$ cat src/hdl/cht_ram.sv
// Generic simple dual-port RAM with one write port and a registered read port.
`default_nettype none

module cht_ram #(
    parameter int WIDTH = 8,
    parameter int DEPTH = 16
) (
    input  wire logic                     clk,
    input  wire logic                     wr_en,
    input  wire logic [$clog2(DEPTH)-1:0] wr_addr,
    input  wire logic [WIDTH-1:0]         wr_data,
    input  wire logic                     rd_en,
    input  wire logic [$clog2(DEPTH)-1:0] rd_addr,
    output logic      [WIDTH-1:0]         rd_data
);

    logic [WIDTH-1:0] mem_reg [DEPTH];
    logic [WIDTH-1:0] rd_data_reg;

    always_ff @(posedge clk)
    begin
        if (wr_en)
        begin
            mem_reg[wr_addr] <= wr_data;
        end
        if (rd_en)
        begin
            rd_data_reg <= mem_reg[rd_addr];
        end
    end

    assign rd_data = rd_data_reg;

endmodule

`default_nettype wire

$ cat config.mk
export PLATFORM = sky130hd
export DESIGN_NAME = cht_ram
export DESIGN_NICKNAME = d
export VERILOG_FILES = /design/src/hdl/cht_ram.sv
export SDC_FILE = /design/constraint.sdc
export NUM_CORES = 1
export LEC_CHECK = 0
export ABC_AREA = 1
export ABC_CLOCK_PERIOD_IN_PS = 1200
export BUFFER_PORTS_ARGS = -buffer_cell sky130_fd_sc_hd__buf_2
export CAP_MARGIN = 25
export CORE_ASPECT_RATIO = 1.1
export CORE_MARGIN = 2
export CORE_UTILIZATION = 55
export DETAILED_ROUTE_END_ITERATION = 8
export PLACE_DENSITY_LB_ADDON = 0.15
export SLEW_MARGIN = 5
export SYNTH_ARGS = -nofsm -noshare
export SYNTH_HDL_FRONTEND = slang
export SYNTH_SLANG_ARGS = --single-unit
$ cat constraint.sdc
create_clock -name clk -period 1.2 [get_ports clk]
set_clock_uncertainty 0.05 [all_clocks]
set_input_delay 0.12 -clock clk [delete_from_list [all_inputs] [get_ports clk]]
set_output_delay 0.12 -clock clk [all_outputs]
set_load 0.01 [all_outputs]
==> results_dict.tcl <==
set metrics [dict create \
    synthDominantAreaCellType "edfxtp_1" \
    async_reset_ff_share_pct 0 \
    number_of_remaining_drc_errors 0 \
    routedWlPerCell_um 17.31 \
    ff2ff_path_depth 6 \
    grt_max_degree 49 \
    netlist.area_leader.share_pct 69.85 \
    coreArea_um2 10390 \
    post_dp_cell_area_um2 6245 \
    grt_remaining_overflow 0 \
    cts-buffers-inserted 17 \
    die_w_um 102.3 \
    synth_cells 551 \
    layout.nets 621 \
    post_synth.cell_area_avg_um2 10.61 \
    largest_register_ffs 128 \
    grt_setup_unrepaired "yes" \
    diodes 0 \
    drt_first_iter_violations 374 \
    synth-seq-cells 136 \
    worstSkewPairLatency_ns 0.41 \
    post_layout_utilization_of_the_core_pct 67.45 \
    gpl.final_weighted_congestion 0.8143 \
    htreeDepth 4 \
    synth.top_cells.by_count "nand2_1 (173), edfxtp_1 (136), inv_1 (100)" \
    route.vias.total 3878 \
    num-fill-cells 773 \
    synth-edff-count 136 \
    relSlewSlack_pct 62.31 \
    static-leakage-power_nw 3.056 \
    fin_crit_period_ns 1.164 \
    finalWirelength_mm 13.12 \
    drt.antenna.violating_nets 0 \
    timing_worst_slew_pin_value_ns 0.5645 \
    maximum_root_to_sink_buffer_count 2 \
    synthesis.area_um2 5847 \
    initial_utilization_pct 56.25 \
    worst-endpoint-arrival_ns 1.28 \
    final_layout_size_suffix_gt1_share_pct 17.07 \
    setup-tns-final_ns 0 \
    timing_max_transition_violations_final 0 \
    clkSinkCount 136 \
    ys_warn_count 0 \
    outcome "finished, final reports clean" \
    finalHoldWorstSlack_ns 0.05326 \
    synth_sequential_area_ratio_pct 69.85 \
    worst_setup_hold_path_clk_slew_ns 0.06 \
    clock-root-buffer "clkbuf_16" \
    timing.setup.critical_path_class "flip-flop to flip-flop" \
    power.ir.vdd_worst_uv 1002 \
    fmaxAchievable_mhz 859.4 \
    max_cap_violations 0 \
    fp.dieH_um 112.1 \
    synth_most_common_cell "nand2_1" \
    power.total_mw 11.81 \
    yosys.cell_types.count 11 \
    setup_viol 0 \
    via_per_inst 5.116 \
    fp.dieArea_um2 11470 \
    first_pass_iters 5 \
    clock_tree_from_tritoncts "yes" \
    power-per-cell-area_nw_per_um2 1684 \
    detailed_place_hpwl_mm 8.237 \
    row_count 39 \
    portBuffers 26 \
    report.final.hold_viol_count 0 \
    cp-end-kind "flip-flop" \
    hold_path_depth 1 \
    netlist_top_cells_area "edfxtp_1 (70%), nand2_1 (11%), nand3_1 (8.3%)" \
    critPathLaunchType "flip-flop" \
    cp_max_fo 1 \
    grt_first_pass_wirelength_mm 20.36 \
    finish.instance_area_um2 7010 \
    hp-class "input port to flip-flop" \
    vias_in_the_first_global_route 3887 \
    yosys_most_used_dff "edfxtp_1" \
    mappedNetlistNets 570 \
    grt_use_total_pct 24.75 \
    worst_ep_required_time_ns 1.31 \
    synthToLayoutAreaGrowth_pct 19.90 \
    boundaryPins 27 \
    timing.final.crit_share_pct 96.97 \
    antenna_found_initial 0 \
]
-- worst max-delay path, stage by stage, from the launching register on --
cell and delay, ns:
edfxtp_1 0.37, inv_1 0.06, nand2_1 0.05, nand3_1 0.10
nand3_2 0.11, nand3_1 0.11, nand2_1 0.07
-- per-stage QoR --
step / worst slack (ns) / instances
after floorplan: 0.07916 / 551
after global placement: -0.1426 / 725
after detailed placement: -0.1862 / 725
after CTS: 0.02140 / 758
after global routing: -0.02224 / 758
final: 0.03639 / 758
-- report_power, final --
part           internal (mW)  leakage (nW)  switching (mW)
Sequential              5.35          1.24          0.0290
Clock                   3.86         0.317            1.85
Combinational          0.222          1.50           0.489
Total                   9.44          3.06            2.37
-- cells by family after synthesis --
logic type | share of synthesized area, %
flip-flops | 69.85
AND/OR/NAND/NOR | 20.76
buffers and inverters | 9.394
-- final timing paths --
path	from	to	slack, ns
setup / recovery	mem_reg[5][7]	rd_data[7]	0.04
hold / removal	wr_data[4]	mem_reg[3][4]	0.05
setup reg to reg	mem_reg[5][7]	rd_data[7]	0.04
hold reg to reg	mem_reg[0][0]	rd_data[0]	0.71
-- layout make-up --
cell class / count / area, um^2 / area share, %
Inverter: 102 / 382.9 / 5.461
Multi-Input combinational cell: 289 / 1314 / 18.74
Tap cell: 143 / 178.9 / 2.552
Sequential cell: 136 / 4084 / 58.25
Timing Repair Buffer: 56 / 395.4 / 5.640
Clock buffer: 17 / 425.4 / 6.068
Clock inverter: 15 / 230.2 / 3.284
-- repair_timing --
action | 4_1_cts | 5_1_grt
gates resized for setup | 2 | 18
endpoints found under the setup margin | 1 | 8
pin swaps | 0 | 4
hold endpoints to repair | 3 | 0
hold buffers | 1 | 0
setup buffers | 0 | 0
gates cloned | 0 | 0
-- per-layer routing --
metal	GRT usage [%]	up-vias	wire, um
li1	-	1885	-
met1	33.38	1827	5690
met2	38.64	139	6381
met3	4.670	27	663
met4	12.36	0	388
met5	0	-	0
-- cells in the final DEF (no fill, tap or decap), drive strengths merged --
cell,n
edfxtp,136
nand2,173
bufinv,6
clkbuf,17
nand3b,2
nand3,97
clkinvlp,1
dlygate4sd3,1
buf,55
clkinv,7
inv,103
nor2,17
(Power assumes the default switching activity.)
